File: src/rtl/core/fcd_pkg.sv
`default_nettype none
// ----------------------------------------------------------------------------
// fcd_pkg
// Shared types and constants of the feedback change detector.
// ----------------------------------------------------------------------------
package fcd_pkg;

    localparam int MODULES_DEF = 64;
    localparam int ID_W        = 12;
    localparam int WORD_W      = 16;
    localparam int PIN_ADDR_W  = 10;
    localparam int APB_ADDR_W  = 3;
    localparam int APB_DATA_W  = 32;

    localparam logic [ID_W-1:0] BASE_ID_RESET = 12'd100;

    // Register index, taken from the word-aligned APB address.
    localparam logic REG_BASE_OBJECT_ID = 1'b0;

    typedef struct packed {
        logic [ID_W-1:0]   object_id;
        logic [WORD_W-1:0] state_word;
    } t_fcd_in;

    typedef struct packed {
        logic [PIN_ADDR_W-1:0] pin_address;
        logic                  occupied;
        logic                  last;
    } t_fcd_out;

endpackage
`default_nettype wire

File: src/rtl/core/fcd_emitter.sv
`default_nettype none
// ----------------------------------------------------------------------------
// fcd_emitter
// Holds the changed-pin mask of one request and issues one result per
// changed pin, lowest pin first.
// ----------------------------------------------------------------------------
module fcd_emitter
    import fcd_pkg::*;
#(
    parameter int PAIR_W = $clog2(MODULES_DEF / 2)
) (
    input  wire logic                i_clk,
    input  wire logic                i_rst_n,
    input  wire logic                i_load,
    input  wire logic [PAIR_W-1:0]   i_load_pair,
    input  wire logic [WORD_W-1:0]   i_load_word,
    input  wire logic [WORD_W-1:0]   i_load_mask,
    output      logic                o_free,
    output      logic                o_out_valid,
    input  wire logic                i_out_ready,
    output      t_fcd_out            o_out_res
);

    logic              r_valid;
    logic              n_valid;
    logic [WORD_W-1:0] r_mask;
    logic [WORD_W-1:0] n_mask;
    logic [PAIR_W-1:0] r_pair;
    logic [WORD_W-1:0] r_word;
    logic [3:0]        low_idx;
    logic [WORD_W-1:0] rest_mask;
    logic              is_last;
    logic              out_acc;
    logic [11:0]       addr_sum;

    always_comb begin
        low_idx = '0;
        for (int i = WORD_W - 1; i >= 0; i--) begin
            if (r_mask[i]) begin
                low_idx = 4'(i);
            end
        end
    end

    assign rest_mask = r_mask & (r_mask - WORD_W'(1));
    assign is_last   = (rest_mask == '0);
    assign out_acc   = r_valid && i_out_ready;
    assign o_free    = !r_valid || (out_acc && is_last);
    assign addr_sum  = 12'({r_pair, low_idx}) + 12'd1;

    assign o_out_valid           = r_valid;
    assign o_out_res.pin_address = addr_sum[PIN_ADDR_W-1:0];
    assign o_out_res.occupied    = r_word[low_idx];
    assign o_out_res.last        = is_last;

    always_comb begin
        n_valid = r_valid;
        n_mask  = r_mask;
        if (i_load) begin
            n_valid = 1'b1;
            n_mask  = i_load_mask;
        end else if (out_acc) begin
            n_valid = !is_last;
            n_mask  = rest_mask;
        end
    end

    always_ff @(posedge i_clk) begin
        if (!i_rst_n) begin
            r_valid <= 1'b0;
        end else begin
            r_valid <= n_valid;
        end
        r_mask <= n_mask;
        if (i_load) begin
            r_pair <= i_load_pair;
            r_word <= i_load_word;
        end
    end

endmodule
`default_nettype wire

File: src/rtl/core/feedback_change_detector.sv
`default_nettype none
// ----------------------------------------------------------------------------
// feedback_change_detector
// Change-of-state detector for occupancy feedback modules.
// ----------------------------------------------------------------------------
// Each input request carries an object id and a 16-bit state word for one
// pair of 8-pin modules. The pair is the object id minus the base id set
// through the APB port. Ids below the base or beyond the store are dropped.
// For every pin that differs from the stored state, one result carrying the
// pin address and the new state is issued, low module first and pins in
// ascending order, and last marks the final result of a request.
// The pair states live in a one-port-read, one-port-write memory with a
// registered read; a row valid bit per pair, cleared at reset, makes
// every row read as all free until it is first written, so the block is
// ready right after reset. An accepted request is registered in the
// compare stage, and its first result then in the result stage, before it
// is valid. An item with n changed pins gives n results from the result
// stage; an item without changes skips it, so requests can follow every
// cycle while items with changes find the result stage free. The
// stage that compares against the memory holds one request while results
// wait, so a new request is accepted while the receiver stalls; further requests wait until that stage moves on.
// ----------------------------------------------------------------------------
module feedback_change_detector
    import fcd_pkg::*;
#(
    parameter int MODULES = MODULES_DEF
) (
    input  wire logic                  i_clk,
    input  wire logic                  i_rst_n,
    input  wire logic                  i_in_valid,
    output      logic                  o_in_ready,
    input  wire t_fcd_in               i_in_req,
    output      logic                  o_out_valid,
    input  wire logic                  i_out_ready,
    output      t_fcd_out              o_out_res,
    input  wire logic                  psel,
    input  wire logic                  penable,
    input  wire logic                  pwrite,
    input  wire logic [APB_ADDR_W-1:0] paddr,
    input  wire logic [APB_DATA_W-1:0] pwdata,
    output      logic [APB_DATA_W-1:0] prdata,
    output      logic                  pready
);

    localparam int PAIRS  = MODULES / 2;
    localparam int PAIR_W = (PAIRS > 1) ? $clog2(PAIRS) : 1;

    logic [ID_W-1:0]   r_base_id;
    logic              cfg_we;

    logic [WORD_W-1:0] r_mem [PAIRS];
    logic [PAIRS-1:0]  r_row_valid;
    logic [WORD_W-1:0] r_rd_data;
    logic              r_rd_vld;
    logic              r_fwd;
    logic [WORD_W-1:0] r_fwd_data;

    logic              r_s1_valid;
    logic              r_s1_hit;
    logic [PAIR_W-1:0] r_s1_pair;
    logic [WORD_W-1:0] r_s1_word;

    logic [ID_W:0]     id_diff;
    logic              in_hit;
    logic [PAIR_W-1:0] in_pair;
    logic              in_acc;
    logic [WORD_W-1:0] s1_old;
    logic [WORD_W-1:0] s1_mask;
    logic              s1_adv;
    logic              mem_we;
    logic              em_free;
    logic              em_load;

    assign pready = 1'b1;
    assign cfg_we = psel && penable && pwrite && (paddr[2] == REG_BASE_OBJECT_ID);

    always_comb begin
        prdata = '0;
        if (paddr[2] == REG_BASE_OBJECT_ID) begin
            prdata = APB_DATA_W'(r_base_id);
        end
    end

    always_ff @(posedge i_clk) begin
        if (!i_rst_n) begin
            r_base_id <= BASE_ID_RESET;
        end else if (cfg_we) begin
            r_base_id <= pwdata[ID_W-1:0];
        end
    end

    assign id_diff = {1'b0, i_in_req.object_id} - {1'b0, r_base_id};
    assign in_hit  = !id_diff[ID_W] && (int'(id_diff[ID_W-1:0]) < PAIRS);
    assign in_pair = id_diff[PAIR_W-1:0];

    assign s1_old  = r_fwd ? r_fwd_data : (r_rd_vld ? r_rd_data : '0);
    assign s1_mask = r_s1_hit ? (s1_old ^ r_s1_word) : '0;
    assign s1_adv  = r_s1_valid && ((s1_mask == '0) || em_free);
    assign em_load = s1_adv && (s1_mask != '0);
    assign mem_we  = s1_adv && r_s1_hit;

    assign o_in_ready = !r_s1_valid || s1_adv;
    assign in_acc     = i_in_valid && o_in_ready;

    always_ff @(posedge i_clk) begin
        if (mem_we) begin
            r_mem[r_s1_pair] <= r_s1_word;
        end
        if (in_acc && in_hit) begin
            r_rd_data <= r_mem[in_pair];
        end
    end

    always_ff @(posedge i_clk) begin
        if (!i_rst_n) begin
            r_row_valid <= '0;
        end else if (mem_we) begin
            r_row_valid[r_s1_pair] <= 1'b1;
        end
    end

    always_ff @(posedge i_clk) begin
        if (!i_rst_n) begin
            r_s1_valid <= 1'b0;
        end else if (in_acc) begin
            r_s1_valid <= 1'b1;
        end else if (s1_adv) begin
            r_s1_valid <= 1'b0;
        end
        if (in_acc) begin
            r_s1_hit   <= in_hit;
            r_s1_pair  <= in_pair;
            r_s1_word  <= i_in_req.state_word;
            r_rd_vld   <= r_row_valid[in_pair];
            r_fwd      <= mem_we && (r_s1_pair == in_pair);
            r_fwd_data <= r_s1_word;
        end
    end

    fcd_emitter #(
        .PAIR_W (PAIR_W)
    ) u_emitter (
        .i_clk       (i_clk),
        .i_rst_n     (i_rst_n),
        .i_load      (em_load),
        .i_load_pair (r_s1_pair),
        .i_load_word (r_s1_word),
        .i_load_mask (s1_mask),
        .o_free      (em_free),
        .o_out_valid (o_out_valid),
        .i_out_ready (i_out_ready),
        .o_out_res   (o_out_res)
    );

    a_s1_pair_in_range: assert property (@(posedge i_clk) disable iff (!i_rst_n)
        (r_s1_valid && r_s1_hit) |-> (int'(r_s1_pair) < PAIRS))
        else $error("accepted pair lies outside the store");

    a_accept_fills_s1: assert property (@(posedge i_clk) disable iff (!i_rst_n)
        in_acc |=> r_s1_valid)
        else $error("accepted request did not reach the compare stage");

    a_write_sets_valid: assert property (@(posedge i_clk) disable iff (!i_rst_n)
        mem_we |=> r_row_valid[$past(r_s1_pair)])
        else $error("written row is not marked valid");

    a_results_continue: assert property (@(posedge i_clk) disable iff (!i_rst_n)
        (o_out_valid && i_out_ready && !o_out_res.last) |=> o_out_valid)
        else $error("result sequence ended without last");

endmodule
`default_nettype wire

File: config.mk
export PLATFORM = sky130hd
export DESIGN_NAME = feedback_change_detector
export DESIGN_NICKNAME = d
export VERILOG_FILES = /design/src/rtl/core/fcd_pkg.sv /design/src/rtl/core/fcd_emitter.sv /design/src/rtl/core/feedback_change_detector.sv
export SDC_FILE = /design/constraint.sdc
export NUM_CORES = 1
export LEC_CHECK = 0
export ABC_CLOCK_PERIOD_IN_PS = 6000
export BUFFER_PORTS_ARGS = -buffer_cell sky130_fd_sc_hd__buf_4
export CAP_MARGIN = 10
export CORE_ASPECT_RATIO = 0.5
export CORE_MARGIN = 2
export CORE_UTILIZATION = 55
export DETAILED_ROUTE_END_ITERATION = 10
export PLACE_DENSITY = 0.74
export SYNTH_ARGS = -nofsm -noshare
export SYNTH_HDL_FRONTEND = slang
export SYNTH_HIERARCHICAL = 1
export SYNTH_SLANG_ARGS = --single-unit
File: constraint.sdc
create_clock -name i_clk -period 6 [get_ports i_clk]
set_input_delay 0.6 -clock i_clk [delete_from_list [all_inputs] [get_ports i_clk]]
set_output_delay 0.6 -clock i_clk [all_outputs]
set_load 0.03 [all_outputs]
==> impl_results.md, run 1 <==
* Status: finished, final reports clean
* Final Cycle Share at 0.7703
* GRT overflow at 0
* Max Slew Vio Count at 0
* Static leakage at 9.788 nW
* R2r worst-path depth at 9
* Crit path largest cell delay at 680 ps
* Gr usage total at 0.2462
* Dominant cell type by area after synthesis: edfxtp_1
* CTS sink count at 651
* Avg WL per Cell at 27.43 um
* Worst-Skew Late Latency at 620 ps
* Clk root buf: clkbuf_16
* Yosys cell types at 74
* Worst path bufs/invs at 2
* Critical Path Fanout Max at 33
* Vias in the first global route at 14,171
* RSZ-0062 raised after global routing: no
* Row count at 57
* WS Path Type: reg -> reg
* Inst Count DP at 2,129
* WP data arrival at 4930 ps
* WL final at 61.25 mm
* Num CTS Buffers at 55
* Fin cells at 2,233
* CP Launch Point: u_emitter/r_mask[5]
* Ys flop type: edfxtp_1
* Leading cell type in the layout, fill and taps excluded: edfxtp_1
* Port Buf Inserts at 73
* Slowest stage cell, crit path: nor4_1
* Htree depth at 2
* Final hold viol count at 0
* Worst Path Required at 6310 ps
* Die ar. at 50,550 um2
* Cell Chain, Critical Path: nor4_1 > nand2_1 > o41ai_1 > nor3b_1 > o211a_1 > a21bo_1 > inv_2 > a21oi_2 > buf_4
* Initial drt markers at 1,497
* Reg2reg start: u_emitter/r_mask[5]
* Setup Buffers After CTS at 0
* Hold Path Stages at 1
* CTS tree: done
* Share of cells above drive strength 1 at 0.2872
* Worst path depth at 9
* ANT nets after route at 0
* Reg2reg end: r_mem[14][14]
* Number of synthesized flops with an enable pin at 605
* Top delay family on crit path: compound AO/OA/AOI/OAI gates
* Die Span Y at 160.0 um
* First-pass GRT wire length at 90.65 mm
* Clock Path Buffers at 3
* Setup TNS at 0 ps
* 1st-pass router iterations at 8
* Asr flop ratio synth at 0
* Syn avg cell area at 18.62 um2
* Initial antenna violation count at 3
* Worst setup EP type: flip-flop
* Die span in x at 316.0 um
* Number of buffers inserted by hold repair at cts at 0
* Synth Instances at 1,437
* Area contributors post-synth: edfxtp_1 (68%), mux4_2 (14%), dfxtp_1 (3.4%), nand2_1 (1.4%), o21a_1 (0.95%)
* Initial Utilization at 0.5543
* Worst-Margin Slew at 1261 ps
* Reg-to-reg slack, setup at 1380 ps
* Most frequent cells in the layout: edfxtp_1 (605), mux4_2 (170), buf_4 (123)
* Max-cap violations at 0
* Startpoint Class: flip-flop
* Area share of the largest cell type after synthesis at 0.6788
* Sequential-to-total area share from yosys stat at 0.7132
* Clock slew at reported path FFs at 70 ps
* Post-cts resize count at 0
* Max Clk Rate at 216.4 MHz
* Tmin final at 4622 ps
* Vias per Instance at 6.305
* Final setup vio count at 0
* Nets at 1,624
* Synth-to-layout area growth at 13.07%
* Hold crit path type: in -> reg
* Pwr/cell area at 315.8 nW/um2
* Largest net degree at the start of global routing at 112
* Worst Setup EP: r_mem[14][14]
* Worst hold slack at 159.0 ps
* Mapped Area at 26,760 um2
* Core area at 48,280 um2
* Clock skew at 25.06 ps
* Ant diodes at 0
* DRC violations left at 0
* Synthesis Warnings at 6
* Slew headroom at 0.1592
* Io pins at 117
* Gpl congestion at 0.8347
* VDD IR max at 0.2186 mV
* DP Wirelength at 36.49 mm
* DR vias at 14,079
* Synthesis-stage register bit count at 651
-- worst min path at each step --
stage | slack [ps] | from | to
final | 160 | i_in_req[4] | r_s1_word[4]
after global routing | 140 | i_in_req[7] | r_s1_word[7]
after CTS | 130 | i_in_req[4] | r_s1_word[4]
after detailed placement | 450 | r_row_valid[30] | r_row_valid[30]
after global placement | 440 | r_row_valid[25] | r_row_valid[25]
after floorplan | 420 | r_s1_pair[1] | u_emitter/r_pair[1]
-- cell families (layout without fill, tap and decap cells) --
logic type | Yosys count | after routing | synth area share
buffers and inverters | 130 | 258 | 0.02370
adders and majority gates | 14 | 14 | 0.006826
xor gates and xnor gates | 16 | 16 | 0.005236
and+or+nand+nor | 232 | 232 | 0.04353
muxes | 209 | 209 | 0.1584
other | 2 | 21 | 0.0002806
DFF | 651 | 651 | 0.7132
AOI/OAI and AO/OA | 183 | 183 | 0.04876
-- area by class of cell --
cell class | count | area, um2
Sequential cell | 651 | 19090
Clock inverter | 28 | 329.1
Timing Repair Buffer | 129 | 1066
Multi-Input combinational cell | 675 | 7355
Tap cell | 649 | 812.0
Fill cell | 3180 | 18020
Inverter | 28 | 105.1
Clock buffer | 73 | 1506
-- through the flow --
stage / instance area [um2] / power [mW] / setup slack [ps] / utilization
after floorplan: 26840 / 5.740 / 442.1 / -
after global placement: 28340 / 5.989 / 1687 / 0.5870
after detailed placement: 28340 / 6.015 / 1493 / 0.5870
after CTS: 30180 / 9.592 / 1439 / 0.6250
after global routing: 30260 / 9.837 / 1163 / 0.6268
final: 30260 / 9.556 / 1378 / 0.6268
-- cell usage after synthesis (14+ instances only) --
master	instances
inv_1	25
mux4_2	170
dfxtp_1	46
o21ai_0	25
nand2_1	103
nor2_1	35
edfxtp_1	605
xnor2_1	14
buf_4	22
o21a_1	34
clkbuf_1	46
nand2b_1	19
a21oi_1	40
mux2i_1	22
mux2_2	17
buf_2	21
-- routing by layer --
metal / vias up / wire length, um / share of wire / GRT usage
met5: - / 0 / 0 / 0
met4: 0 / 1342 / 0.022 / 0.06269
met3: 106 / 6171 / 0.10 / 0.06753
met2: 708 / 29080 / 0.47 / 0.3836
met1: 7292 / 24650 / 0.40 / 0.3491
li1: 5973 / - / - / -
-- report_power, final --
part	internal [mW]	leakage [nW]	switching (mW)	total, mW
clock	2.00	0.889	1.62	3.62
combinational	0.347	3.04	0.478	0.825
sequential	5.03	5.86	0.0835	5.11
total	7.38	9.79	2.18	9.56
-- registers in the layout, indices dropped and copies added (netlist names), 5 cells and up --
register,count
r_base_id,12
r_fwd_data,16
r_mem,512
r_rd_data,16
r_row_valid,32
r_s1_pair,5
r_s1_word,16
u_emitter/r_mask,16
u_emitter/r_pair,5
u_emitter/r_word,16
Note: power is estimated with default switching activity, not from simulation.
==> run 2: changes to the inputs <==
--- a/config.mk
+++ b/config.mk
@@ -5,14 +5,14 @@
 export SDC_FILE = /design/constraint.sdc
 export NUM_CORES = 1
 export LEC_CHECK = 0
-export ABC_CLOCK_PERIOD_IN_PS = 6000
+export ABC_CLOCK_PERIOD_IN_PS = 4500
 export BUFFER_PORTS_ARGS = -buffer_cell sky130_fd_sc_hd__buf_4
 export CAP_MARGIN = 10
 export CORE_ASPECT_RATIO = 0.5
 export CORE_MARGIN = 2
-export CORE_UTILIZATION = 55
+export CORE_UTILIZATION = 60
 export DETAILED_ROUTE_END_ITERATION = 10
-export PLACE_DENSITY = 0.74
+export PLACE_DENSITY = 0.77
 export SYNTH_ARGS = -nofsm -noshare
 export SYNTH_HDL_FRONTEND = slang
 export SYNTH_HIERARCHICAL = 1
==> constraint.sdc (replaced) <==
create_clock -name i_clk -period 4.5 [get_ports i_clk]
set_input_delay 0.45 -clock i_clk [delete_from_list [all_inputs] [get_ports i_clk]]
set_output_delay 0.45 -clock i_clk [all_outputs]
set_load 0.03 [all_outputs]
==> impl_results.md, run 2 (synthesis results as in run 1) <==
* Static leakage at 9.804 nW (+0.16%)
* Gpl congestion at 0.8539 (+2.3%)
* Final setup vio count at 0 (unchanged)
* Pwr/cell area at 415.8 nW/um2 (+32%)
* Critical Path Fanout Max at 33 (unchanged)
* Initial Utilization at 0.6113 (+0.05698)
* Max Slew Vio Count at 0 (unchanged)
* Final Cycle Share at 0.9214 (+0.1511)
* Inst Count DP at 2,090 (-1.8%)
* ANT nets after route at 0 (unchanged)
* Num CTS Buffers at 54 (-1.8%)
* Top reg by flops: r_mem
* DP Wirelength at 40.05 mm (+9.8%)
* Largest regs: r_mem x512, r_row_valid x32
* DRC violations left at 0 (unchanged)
* Slew headroom at 0.2718 (+0.1126)
* Hold crit path type: in -> reg
* Crit path largest cell delay at 730 ps (+50 ps)
* WL final at 67.00 mm (+9.4%)
* Avg WL per Cell at 30.58 um (+11%)
* Clock skew at 16.64 ps (-8.416 ps)
* Most frequent cells in the layout: edfxtp_1 (605), mux4_2 (170), buf_4 (140)
* Port Buf Inserts at 73 (unchanged)
* Status: finished, final reports clean
* Slowest stage cell, crit path: or4_1
* Worst-Skew Late Latency at 600 ps (-20 ps)
* VDD IR max at 0.2974 mV (+36%)
* GRT overflow at 0 (unchanged)
* Die span in x at 302.7 um (-4.2%)
* Clock Path Buffers at 3 (unchanged)
* 1st-pass router iterations at 6 (-2)
* Startpoint Class: flip-flop
* Largest register FFs at 512 (unchanged)
* Area after DPL at 28,470 um2 (+0.46%)
* Nets at 1,642 (+1.1%)
* Tmin final at 4146 ps (-475.5 ps)
* First-pass GRT wire length at 97.43 mm (+7.5%)
* WP data arrival at 4400 ps (-530 ps)
* Fin cells at 2,191 (-1.9%)
* Max-cap violations at 0 (unchanged)
* Die ar. at 46,410 um2 (-8.2%)
* DR vias at 14,664 (+4.2%)
* Max Clk Rate at 241.2 MHz (+11%)
* Worst setup EP type: flip-flop
* Vias in the first global route at 14,468 (+2.1%)
* Gr usage total at 0.2943 (+0.04803)
* Most used cell, CP: buf_4
* Hold Path Stages at 1 (unchanged)
* RSZ-0062 raised after global routing: no
* Share of cells above drive strength 1 at 0.2928 (+0.005512)
* Io pins at 117 (unchanged)
* CTS tree: done
* Setup TNS at 0 ps (unchanged)
* Final hold viol count at 0 (unchanged)
* Largest net degree at the start of global routing at 52 (-54%)
* Synth-to-layout area growth at 12.77%
* Initial antenna violation count at 4 (+1)
* Initial drt markers at 2,027 (+35%)
* WS Path Type: reg -> reg
* Final Cell Area at 30,180 um2 (-0.26%)
* Leading cell type in the layout, fill and taps excluded: edfxtp_1
* CTS sink count at 651 (unchanged)
* Core area at 43,780 um2 (-9.3%)
* Setup Buffers After CTS at 0 (unchanged)
* Worst-Margin Slew at 1092 ps (-169.0 ps)
* Worst Path Required at 4760 ps (-1550 ps)
* R2r worst-path depth at 10 (+1)
* Row count at 54 (-5.3%)
* Clk root buf: clkbuf_16
* Htree depth at 2 (unchanged)
* Die Span Y at 153.3 um (-4.2%)
* Cell Chain, Critical Path: or4_1 > nor3_1 > a21oi_1 > nor3b_1 > o211a_1 > a21bo_1 > clkinv_1 > buf_4 > a2111oi_4 > buf_4
* Worst hold slack at 28.18 ps (-130.8 ps)
* Vias per Instance at 6.693 (+6.2%)
* Clock slew at reported path FFs at 70 ps (about the same)
==> run 2: cell count changes in the layout (fill, tap and decap cells not counted), sizes merged <==
cell / change
clkinv: +1
buf: +19
clkinvlp: +1
bufinv: -2
inv: -1
diode: +1
==> run 2: worst paths after layout <==
check,slack [ps],endpoint,from
worst max-delay path,350,r_mem[24][10],u_emitter/r_mask[2]
worst max register to register,350,r_mem[24][10],u_emitter/r_mask[2]
worst min register to register,470,r_row_valid[29],r_row_valid[29]
worst min-delay path,30,r_s1_word[0],i_in_req[0]
==> run 2: critical path, delay by kind of cell (launching register included) <==
kind,cells,cell delay [ps]
buffers and inverters,3,800
AND/OR/NAND/NOR,3,1390
flip-flops,1,580
AO/OA/AOI/OAI,4,980
==> run 2: repair_timing <==
| action | in CTS | in global routing |
|---|---|---|
| setup endpoints to repair | 0 | 150 |
| gates resized for setup | 0 | 1 |
| hold buffers | 0 | 0 |
==> run 2: per-stage QoR <==
| stage | power [mW] | util | setup WS, ps |
|---|---|---|---|
| after floorplan | 7.654 | - | 69.20 |
| after global placement | 8.024 | 0.6503 | 604.2 |
| after detailed placement | 8.062 | 0.6503 | 328.3 |
| after CTS | 12.58 | 0.6892 | 251.7 |
| after global routing | 12.87 | 0.6893 | 121.1 |
| final | 12.55 | 0.6894 | 353.6 |
==> run 2: cell type report <==
type	instances	area, um2
Clock buffer	73	1443
Sequential cell	651	19090
Clock inverter	27	256.5
Timing Repair Buffer	148	1211
Inverter	28	105.1
Antenna cell	1	2.502
Multi-Input combinational cell	675	7340
Fill cell	2619	13600
Tap cell	588	735.7
==> run 2: routing by layer <==
| layer | GRT usage | vias to the layer above | share of wire |
|---|---|---|---|
| li1 | - | 6007 | - |
| met1 | 0.4265 | 7533 | 0.37 |
| met2 | 0.4425 | 978 | 0.46 |
| met3 | 0.08913 | 144 | 0.14 |
| met4 | 0.07858 | 2 | 0.025 |
| met5 | 0 | - | 0.00025 |
==> run 2: power by group <==
group	switching (mW)	internal, mW	total, mW
Sequential	0.116	6.71	6.82
Clock	2.14	2.44	4.58
Combinational	0.674	0.472	1.15
Total	2.93	9.62	12.5
==> run 3: changes to the inputs <==
--- a/config.mk
+++ b/config.mk
@@ -13,6 +13,7 @@
 export CORE_UTILIZATION = 60
 export DETAILED_ROUTE_END_ITERATION = 10
 export PLACE_DENSITY = 0.77
+export REMOVE_ABC_BUFFERS = 1
 export SYNTH_ARGS = -nofsm -noshare
 export SYNTH_HDL_FRONTEND = slang
 export SYNTH_HIERARCHICAL = 1
==> impl_results.md, run 3 (synthesis results as in run 1) <==
* Die span in x at 302.7 um (unchanged)
* Worst-Skew Late Latency at 600 ps (about the same)
* Vias in the first global route at 14,518 (+0.35%)
* WP data arrival at 3540 ps (-860 ps)
* Slowest stage cell, crit path: or4_1
* Worst setup EP type: output port
* Final hold viol count at 0 (unchanged)
* Post-cts resize count at 0 (unchanged)
* Number of buffers inserted by hold repair at cts at 0 (unchanged)
* Clock skew at 26.61 ps (+9.965 ps)
* Setup Buffers After CTS at 0 (unchanged)
* Inst Count DP at 2,089 (-0.048%)
* Nets at 1,641 (-0.061%)
* Num CTS Buffers at 54 (unchanged)
* Port Buf Inserts at 73 (unchanged)
* Max Slew Vio Count at 0 (unchanged)
* Seq pwr share at 0.543 (about the same)
* Die ar. at 46,410 um2 (unchanged)
* Worst Setup EP: o_out_res[1]
* Largest register FFs at 512 (unchanged)
* VDD IR max at 0.2784 mV (-6.4%)
* Row count at 54 (unchanged)
* Cell Chain, Critical Path: or4_1 > nor2_2 > mux2i_1 > a2111oi_0 > or4_1 > buf_4
* CP Launch Point: u_emitter/r_mask[3]
* WL final at 63.20 mm (-5.7%)
* Most used cell, CP: or4_1
* Avg WL per Cell at 28.84 um (-5.7%)
* ANT nets after route at 0 (unchanged)
* CTS sink count at 651 (unchanged)
* Share of cells above drive strength 1 at 0.2944 (+0.001689)
* Reg-to-reg slack, setup at 650 ps (+300 ps)
* R2r worst-path depth at 11 (+1)
* Die Span Y at 153.3 um (unchanged)
* DP Wirelength at 37.05 mm (-7.5%)
* Reg2reg end: r_mem[2][7]
* Initial antenna violation count at 1 (-3)
* Combinational share of power at 0.089 (-0.002)
* Final Cycle Share at 0.8863 (-0.03509)
* Clock slew at reported path FFs at 70 ps (about the same)
* Io pins at 117 (unchanged)
* 1st-pass router iterations at 5 (-1)
* Tmin final at 3988 ps (-157.9 ps)
* WS Path Type: reg -> out
* Slew headroom at 0.2318 (-0.04005)
* Ant diodes at 0 (-1)
* Worst hold slack at 34.45 ps (+6.261 ps)
* Worst Path Required at 4050 ps (-710 ps)
* Htree depth at 2 (unchanged)
* Sw power at 2.855 mW (-2.4%)
* Initial drt markers at 2,086 (+2.9%)
* Clk root buf: clkbuf_16
* Synth-to-layout area growth at 12.67% (about the same)
* Leading cell type in the layout, fill and taps excluded: edfxtp_1
* Gr usage total at 0.2795 (-0.01480)
* Final core utilization at 0.6887 (about the same)
* Initial Utilization at 0.6113 (unchanged)
* Fin cells at 2,191 (unchanged)
* DRC violations left at 0 (unchanged)
* Final setup vio count at 0 (unchanged)
* Pwr/cell area at 416.0 nW/um2 (about the same)
* Vias per Instance at 6.559 (-2.0%)
* Hold crit path type: in -> reg
* Critical Path Fanout Max at 11 (-67%)
* GRT overflow at 0 (unchanged)
* Min setup slack post-route at 511.5 ps (+157.9 ps)
* Startpoint Class: flip-flop
* Top reg by flops: r_mem
* Reg2reg start: u_emitter/r_mask[7]
* Gpl congestion at 0.8830 (+3.4%)
* Pre-CTS setup slack at 758.5 ps (+430.3 ps)
* Core area at 43,780 um2 (unchanged)
* Static leakage at 9.821 nW (+0.17%)
* Clk network pwr share at 0.368 (+0.003)
* Largest net degree at the start of global routing at 52 (unchanged)
* Crit path largest cell delay at 680 ps (-50 ps)
* Sw frac at 0.2276 (-0.005586)
* First-pass GRT wire length at 93.47 mm (-4.1%)
* Max Clk Rate at 250.7 MHz (+4.0%)
* Clock Path Buffers at 3 (unchanged)
* Max-cap violations at 0 (unchanged)
* DR vias at 14,371 (-2.0%)
* RSZ-0062 raised after global routing: no
* Most frequent cells in the layout: edfxtp_1 (605), mux4_2 (170), buf_4 (139)
* Worst-Margin Slew at 1152 ps (+60.07 ps)
* CTS tree: done
* Status: finished, final reports clean
* Int Power at 9.690 mW (+0.70%)
* Largest regs: r_mem x512, r_row_valid x32
* Setup TNS at 0 ps (unchanged)
## run 3: cell count changes in the layout (fill, tap and decap cells not counted), sizes merged
cell	before	now
clkbuf	73	82
clkinvlp	2	1
inv	29	31
clkinv	21	13
diode	1	0
buf	148	147
## run 3: critical path: cells and delay by family, from the launching register on
family / cells / cell delay, ps
AND/OR/NAND/NOR: 3 / 1840
flip-flops: 1 / 380
multiplexers: 1 / 360
buffers and inverters: 1 / 210
AO/OA/AOI/OAI: 1 / 150
## run 3: power groups by stage
stage          logic (mW)  clock network [mW]  registers (mW)
2_1_floorplan       0.747                   0            6.93
5_1_grt              1.19                4.88            6.81
4_1_cts              1.11                4.66            6.80
6_report             1.12                4.62            6.81
3_3_place_gp         1.07                   0            6.93
3_5_place_dp         1.10                   0            6.94
## run 3: how the worst min path moves through the flow
stage,from,endpoint,cells past startpoint
after global routing,i_in_req[11],r_s1_word[11],1
after global placement,r_row_valid[5],r_row_valid[5],1
final,i_in_req[0],r_s1_word[0],1
after CTS,i_in_req[11],r_s1_word[11],1
after floorplan,r_row_valid[13],r_row_valid[13],1
after detailed placement,r_row_valid[24],r_row_valid[24],1
## run 3: routing by layer
| layer | wire [um] | track usage | share of wire |
|---|---|---|---|
| met5 | 0 | 0 | 0 |
| met4 | 1138 | 0.06193 | 0.018 |
| met3 | 6668 | 0.06098 | 0.11 |
| met2 | 30210 | 0.4412 | 0.48 |
| met1 | 25180 | 0.4078 | 0.40 |
## run 3: layout make-up
| cell class | instances | area [um2] |
|---|---|---|
| clock inverters | 20 | 196.4 |
| flip-flops and latches | 651 | 19090 |
| inverters | 28 | 105.1 |
| well taps | 588 | 735.7 |
| repair buffers | 147 | 1204 |
| fillers | 2663 | 13630 |
| clock buffers | 82 | 1516 |
| multi-input cells | 675 | 7308 |
## run 3: through the flow
stage	power (mW)	cell area, um2
2_1_floorplan	7.681	26310
4_1_cts	12.57	30150
6_report	12.54	30150
5_1_grt	12.88	30150
3_5_place_dp	8.035	28440
3_3_place_gp	7.994	28440
